## src/design/kmer_bitmap_membership_defines.svh

```systemverilog
// ----------------------------------------------------------------------------
// kmer_bitmap_membership_defines.svh
// Assertion macros for the k-mer presence bitmap block.
// ----------------------------------------------------------------------------
`ifndef KMER_BITMAP_MEMBERSHIP_DEFINES_SVH
`define KMER_BITMAP_MEMBERSHIP_DEFINES_SVH

`ifndef SYNTH
// same-cycle implication, sampled on clk, off during rst
`define KBM_ASSERT_IMP(label, ante, cons, msg) \
  label: assert property (@(posedge clk) disable iff (rst) (ante) |-> (cons)) \
    else $error(msg);
// next-cycle implication, sampled on clk, off during rst
`define KBM_ASSERT_NXT(label, ante, cons, msg) \
  label: assert property (@(posedge clk) disable iff (rst) (ante) |=> (cons)) \
    else $error(msg);
`else
`define KBM_ASSERT_IMP(label, ante, cons, msg)
`define KBM_ASSERT_NXT(label, ante, cons, msg)
`endif

`endif

```

## src/design/kbm_pkg.sv

```systemverilog
// ----------------------------------------------------------------------------
// kbm_pkg
// Shared types and field widths of the k-mer presence bitmap block.
// ----------------------------------------------------------------------------
package kbm_pkg;

  localparam int KMER_W     = 20;
  localparam int CODES_W    = 30;
  localparam int BASE_W     = 3;
  localparam int CMD_W      = 2;
  localparam int ROLL_W     = 20;
  localparam int COUNT_W    = 21;
  localparam int IN_DATA_W  = 56;
  localparam int IN_USER_W  = 2;
  localparam int OUT_DATA_W = 48;
  localparam int OUT_USER_W = 1;

  typedef enum logic [CMD_W-1:0] {
    CMD_ADD        = 2'd0,
    CMD_ADD_RC     = 2'd1,
    CMD_FULL_CHECK = 2'd2,
    CMD_ROLL_CHECK = 2'd3
  } cmd_t;

  typedef struct packed {
    logic full_invalid;
    logic roll_invalid;
  } flags_t;

endpackage

```

## src/design/kbm_index.sv

```systemverilog
// ----------------------------------------------------------------------------
// kbm_index
// Builds the bitmap indexes: forward, reverse complement, full and rolling.
// ----------------------------------------------------------------------------
module kbm_index #(
  parameter int KMER_LEN = 10
) (
  input  logic [kbm_pkg::KMER_W-1:0]  packed_kmer,
  input  logic [kbm_pkg::CODES_W-1:0] base_codes,
  input  logic [kbm_pkg::BASE_W-1:0]  next_base,
  input  logic [2*KMER_LEN-1:0]       window_index,
  output logic [2*KMER_LEN-1:0]       fwd_idx,
  output logic [2*KMER_LEN-1:0]       rc_idx,
  output logic [2*KMER_LEN-1:0]       full_idx,
  output logic [2*KMER_LEN-1:0]       roll_idx,
  output kbm_pkg::flags_t             flags
);

  localparam int IDX_W   = 2 * KMER_LEN;
  localparam int CODE_BW = 3 * KMER_LEN;

  logic [kbm_pkg::KMER_W+IDX_W-1:0]    kmer_ext;
  logic [kbm_pkg::CODES_W+CODE_BW-1:0] codes_ext;
  logic [CODE_BW-1:0]                  codes;
  logic [KMER_LEN-1:0]                 bad_code;

  // fields wider than the index are cut, narrower ones zero-filled
  assign kmer_ext  = {{IDX_W{1'b0}}, packed_kmer};
  assign codes_ext = {{CODE_BW{1'b0}}, base_codes};
  assign fwd_idx   = kmer_ext[IDX_W-1:0];
  assign codes     = codes_ext[CODE_BW-1:0];

  for (genvar i = 0; i < KMER_LEN; i++) begin : g_base
    // complement of a 2-bit base is 3 - b, i.e. bitwise not
    assign rc_idx[2*i +: 2]   = ~fwd_idx[2*(KMER_LEN-1-i) +: 2];
    assign full_idx[2*i +: 2] = codes[3*i +: 2];
    assign bad_code[i]        = codes[3*i+2];
  end

  assign roll_idx           = (window_index << 2) | IDX_W'(next_base[1:0]);
  assign flags.full_invalid = |bad_code;
  assign flags.roll_invalid = next_base[2];

endmodule

```

## config.mk

```make
export PLATFORM = sky130hd
export DESIGN_NAME = kbm_index
export DESIGN_NICKNAME = d
export VERILOG_FILES = /design/src/design/kmer_bitmap_membership_defines.svh /design/src/design/kbm_pkg.sv /design/src/design/kbm_index.sv
export SDC_FILE = /design/constraint.sdc
export NUM_CORES = 1
export LEC_CHECK = 0
export ABC_AREA = 1
export BUFFER_PORTS_ARGS = -buffer_cell sky130_fd_sc_hd__buf_4
export CAP_MARGIN = 20
export CELL_PAD_IN_SITES_DETAIL_PLACEMENT = 2
export CELL_PAD_IN_SITES_GLOBAL_PLACEMENT = 2
export CORE_MARGIN = 2
export CORE_UTILIZATION = 10
export DETAILED_ROUTE_END_ITERATION = 10
export GPL_TIMING_DRIVEN = 0
export PLACE_DENSITY = 0.95
export SYNTH_ARGS = -nofsm -noshare
export SYNTH_HDL_FRONTEND = slang
export SYNTH_SLANG_ARGS = --single-unit
```

## constraint.sdc

```tcl
create_clock -name vclk -period 1.5
set_clock_uncertainty 0.05 [all_clocks]
set_input_delay 0.375 -clock vclk [all_inputs]
set_output_delay 0.375 -clock vclk [all_outputs]
set_load 0.01 [all_outputs]
```

After elaboration in Yosys (flattened, before gate mapping):

Cells that the tools add are included.

* bitwise operators: 11
* equality and inequality tests: 0
* divide/modulo/power cells: 0
* multiplexer cells: 0
* shift operators: 0
* reductions and logical operators: 1
* multipliers: 0
* order comparisons: 0
* $add $sub $neg: 0

Operators with widths (count)
* inverter 2 bit: 10
* bitwise OR 20 x 2 -> 20 bit: 1
* OR reduction 10 bit: 1

* memories: 0
* bits in read-only memories: 0
* bits of input ports: 73
* bits in writable memories: 0
* bits in registers: 0
* output and inout port bits: 82
* logic and storage cells: 12
* latch bits: 0

Logic depth before layout (Yosys ltp):

Gate-level depths: netlist (run 1).

* depth in word-level cells: 1
* depth in mapped cells: 4
* mapped depth without buffers: 4

Least setup slack after synthesis (run 1):

OpenSTA, ideal clock, no wires.

* path kind: input to output
* start: in base_codes[5] in the netlist's numbering
* end: out flags[1] in the netlist's numbering
* data arrival time: 0.753 ns
* path slack: 0.322 ns
* buffers on the path: 0
* data required time: 1.075 ns
* stages on the path: 3
* cell sequence: or2_0 nor2_1 nand2_1

RTL lines
* from (decl): RTL line kbm_index.sv:9 `input logic [kbm_pkg::CODES_W-1:0] base_codes,`
* to (decl): RTL line kbm_index.sv:16 `output kbm_pkg::flags_t flags`

==> results.json, run 1 <==
{
  "status": "complete, no violations",
  "placed_area_um2": 1500,
  "viasPerCell": 3.25,
  "dr_total_vias": 891,
  "die_h_um": 79.6,
  "min_period_ps": 1420,
  "grt.busiest_layer": "met2",
  "ys_top_cells_by_count": "buf_4 (61), inv_1 (20), nor2_1 (5), nand2_1 (2)",
  "synthTopCellsByArea": "buf_4 (80%), inv_1 (13%), nor2_1 (3.3%), nand2_1 (1.3%), and2_0 (1.1%)",
  "drive_above_1_share_pct": 85.6,
  "peakVddDrop_mv": 0.0730,
  "power_mw": 0.439,
  "ys_types": 6,
  "area_growth_pct": 163,
  "clkbuf_count": 0,
  "tightest_slew_ps": 99.1,
  "wirelength_um": 2750,
  "syn_inst": 90,
  "cp.required_ps": 1070,
  "slowest_delay_ps": 210,
  "endpoint": "flags[1]",
  "crit_type": "in -> out",
  "initial_core_util_pct": 10.4,
  "seq_power_share_pct": 0,
  "yosysTopAreaCellShare_pct": 80.1,
  "crit_fanout": 1,
  "area.sequential_um2": 0,
  "drtIter0Drc": 1,
  "gp_congestion": 0.710,
  "arrival_ps": 990,
  "grt_use_met3_pct": 1.92,
  "p_leak_nw": 0.950,
  "slowest_stage": "or2_0",
  "clock_power_share_pct": 0,
  "start_kind": "input port",
  "power_frac_comb_pct": 100.0,
  "num_io_pins": 155,
  "ant_nets": 0,
  "stdcell_area_um2": 1500,
  "clock.fmax_mhz": 705,
  "io_buffers": 112,
  "worstSetupEndpointType": "primary output",
  "max_cap_viol_count": 0,
  "fp.coreArea_um2": 5510,
  "antenna_cells": 0,
  "hp-class": "in -> out",
  "seq_cell_count": 0,
  "overflow": 0,
  "rsz0062_at_grt": "no",
  "dp.final_hpwl_um": 2710,
  "netSwitchingFraction_pct": 34.6,
  "cpMostUsedCell": "buf_4",
  "die-area_um2": 6340,
  "ys_seq_area_share_pct": 0,
  "num_rows": 27,
  "p_sw_mw": 0.152,
  "grt_use_met1_pct": 6.15,
  "ctsHoldBuffers": 0,
  "wire_per_inst_um": 10.0,
  "cp_cell_sequence": "buf_4, or2_0, nor2_1, nand2_1, buf_4",
  "yosysTopAreaCell": "buf_4",
  "grt.total_usage_pct": 7.14,
  "antenna_found_initial": 0,
  "slew_headroom_pct": 93.4,
  "synth_most_common_cell": "buf_4",
  "grt_start_max_net_pins": 3,
  "cellPowerDensity_nw_per_um2": 292,
  "yosys_warnings": 0,
  "gr-usage-met2_pct": 16.4,
  "critPathLaunch": "base_codes[5]",
  "setup_violations": 0,
  "route.detailed.drc": 0,
  "finalCritPeriodShare_pct": 94.6,
  "whs_path_depth": 2,
  "grt_pass1_wl_um": 3790,
  "post_cts_resized": 0,
  "firstDrtPassIters": 3,
  "cts_setup_buffers": 0,
  "fin_nets": 277,
  "synth_nets": 163,
  "final-hold-violation-count": 0,
  "setup_tns_ps": 0,
  "drv_slew": 0,
  "avgSynthCellArea_um2": 6.35,
  "p_int_mw": 0.287,
  "synth_area_um2": 572,
  "grt_pass1_vias": 880,
  "die_w_um": 79.6
}
[kinds of logic (layout without fill, tap and decap cells)]
group | count (synthesis) | in the layout | synth area share [%]
buf+inv | 81 | 193 | 93.2
simple gates | 9 | 9 | 6.79
[metrics by stage]
stage / worst slack (ps) / hold slack [ps] / cells / util [%]
global route: 9.35 / 882 / 274 / 27.3
global placement: 48.7 / 877 / 274 / 27.3
CTS: 39.9 / 878 / 274 / 27.3
detailed placement: 46.8 / 878 / 274 / 27.3
floorplan: 322 / 744 / 90 / -
finish: 81.7 / 876 / 274 / 27.3
[area by class of cell]
| type | count | area [um2] |
|---|---|---|
| Timing Repair Buffer | 112 | 841 |
| Inverter | 20 | 75.1 |
| Multi-Input combinational cell | 9 | 38.8 |
| Buffer | 61 | 458 |
| Fill cell | 664 | 4000 |
| Tap cell | 72 | 90.1 |
[worst max-delay path, delay by kind of cell]
family	cells	cell delay [ps]
buffers and inverters	2	240
and+or+nand+nor	3	380
[routing by layer]
| layer | part of all wire [%] | vias up |
|---|---|---|
| met1 | 24 | 381 |
| met2 | 56 | 95 |
| li1 | - | 415 |
| met3 | 19 | 0 |
| met5 | 0 | - |
| met4 | 0 | 0 |
[placed cells by master (no fill, tap or decap)]
master / n
buf_4: 173
inv_1: 20
nor2_1: 5
nand2_1: 2
or2_0: 1
and2_0: 1
[power groups by stage]
stage / Clock (mW) / Sequential (mW) / Combinational [mW]
global placement: 0 / 0 / 0.434
global route: 0 / 0 / 0.472
CTS: 0 / 0 / 0.448
finish: 0 / 0 / 0.439
floorplan: 0 / 0 / 0.198
detailed placement: 0 / 0 / 0.447
[worst min path at each step]
stage | start | end
after floorplan | packed_kmer[18] | rc_idx[0]
after global placement | window_index[14] | roll_idx[16]
after detailed placement | base_codes[1] | full_idx[1]
after CTS | base_codes[1] | full_idx[1]
after global routing | base_codes[22] | full_idx[15]
final | base_codes[1] | full_idx[1]
Note: power is estimated with default switching activity, not from simulation.
==> inputs of run 2 (changes only) <==
- clock period: 1.5 -> 1.2 ns (I/O delays scaled with it)
==> run 2 against run 1 <==
The flow now finishes with violations (setup timing). First-iteration DRC count is the same. Via count up 0.22%. Total power rose by 26%. Sequential cell count unchanged. Combinational power is 26% higher. Non-clock buffer count is the same. Highest routed layer unchanged.
==> results.json, run 2 (synthesis results as in run 1) <==
{
  "status": "finished, violations left",
  "violations": "setup timing",
  "crit_fanout": 1,
  "dp.final_hpwl_um": 2710,
  "ant_nets": 0,
  "setup_violations": 1,
  "ctsHoldBuffers": 0,
  "num_rows": 27,
  "wirelength_um": 2750,
  "slew_headroom_pct": 94.7,
  "area.sequential_um2": 0,
  "multiInputGateArea_um2": 43.8,
  "cts_setup_buffers": 0,
  "die-area_um2": 6340,
  "drtIter0Drc": 1,
  "max_cap_viol_count": 0,
  "cp.required_ps": 850,
  "grt_pass1_vias": 883,
  "antenna_found_initial": 0,
  "arrival_ps": 880,
  "io_buffers": 112,
  "die_h_um": 79.6,
  "hp-class": "in -> out",
  "crit_type": "in -> out",
  "tightest_slew_ps": 79.1,
  "crit_family": "simple AND/OR/NAND/NOR gates",
  "gp_congestion": 0.710,
  "grt_pass1_wl_um": 3790,
  "cellPowerDensity_nw_per_um2": 364,
  "finalCritPeriodShare_pct": 103,
  "overflow": 0,
  "top_layer": "met3",
  "place_ws_ps": -103,
  "seq_cell_count": 0,
  "crit_buf_inv": 2,
  "cp_cell_sequence": "buf_6, or2_1, nor2_2, nand2_1, buf_6",
  "grt_start_max_net_pins": 3,
  "initial_core_util_pct": 10.4,
  "final_cell_mix": "buf_4 (170), inv_1 (20), nor2_1 (3), buf_6 (3)",
  "dr_total_vias": 893,
  "placed_area_um2": 1500,
  "rsz0062_at_grt": "yes",
  "drv_slew": 0,
  "wl_met3_um": 523,
  "antenna_cells": 0,
  "start_kind": "input port",
  "peakVddDrop_mv": 0.0912,
  "clock.fmax_mhz": 813,
  "hold_path_end": "full_idx[1]",
  "wire_per_inst_um": 10.0,
  "firstDrtPassIters": 3,
  "finish.utilization_pct": 27.6,
  "nFillCells": 662,
  "cpMostUsedCell": "buf_6",
  "setup_slack_ps": -30.3,
  "mostFrequentLayoutCell": "buf_4",
  "min_period_ps": 1230,
  "grt.total_usage_pct": 7.14,
  "viasPerCell": 3.26,
  "fp.coreArea_um2": 5510,
  "slowest_delay_ps": 220,
  "route.detailed.drc": 0,
  "whs_path_depth": 2,
  "wl_met2_um": 1560,
  "clkbuf_count": 0,
  "final-hold-violation-count": 0,
  "wl_met1_um": 672,
  "drive_above_1_share_pct": 86.6,
  "area_growth_pct": 166,
  "p_leak_nw": 0.955,
  "stdcell_area_um2": 1520,
  "worstSetupEndpointType": "primary output",
  "fin_nets": 277,
  "path_depth": 5,
  "min-delay-start": "base_codes[1]",
  "slowest_stage": "or2_1",
  "num_io_pins": 155,
  "die_w_um": 79.6
}
-- run 2: cell types whose count changed in the layout (fill, tap and decap cells not counted) --
cell and delta:
or2_0 -1, nor2_1 -2, buf_4 -3, nor2_2 +2, buf_6 +3, or2_1 +1
-- run 2: how the worst max path moves through the flow --
| stage | to | slack (ps) | startpoint |
|---|---|---|---|
| finish | flags[1] | -30 | base_codes[2] |
| global route | flags[1] | -90 | base_codes[2] |
| CTS | flags[1] | -60 | base_codes[2] |
| detailed placement | flags[1] | -100 | base_codes[5] |
| global placement | flags[1] | -100 | base_codes[5] |
| floorplan | flags[1] | 170 | base_codes[5] |
-- run 2: through the flow --
step	cells	power [mW]	hold WS, ps	setup TNS [ps]
floorplan	90	0.247	594	0
global placement	274	0.542	727	-101
detailed placement	274	0.559	728	-103
CTS	274	0.562	728	-64.0
global route	274	0.594	732	-91.5
finish	274	0.552	726	-30.3
-- run 2: repair_timing --
| action | in CTS | in global routing |
|---|---|---|
| pin swaps | 3 | 0 |
| setup endpoints to repair | 1 | 1 |
| resized for setup | 3 | 3 |
-- run 2: final cells by class --
| class | count | share of cell area [%] |
|---|---|---|
| Multi-Input combinational cell | 9 | 2.88 |
| Buffer | 61 | 30.1 |
| Timing Repair Buffer | 112 | 56.1 |
| Tap cell | 72 | 5.93 |
| Inverter | 20 | 4.94 |
-- run 2: routing by layer --
layer / track usage [%] / up-vias
met3: 1.92 / 0
met4: 0 / 0
met2: 16.4 / 95
li1: - / 415
met1: 6.15 / 383
met5: 0 / -
-- run 2: where the power goes --
part	internal (mW)	switching [mW]
registers	0	0
logic	0.361	0.191
clock network	0	0
total	0.361	0.191
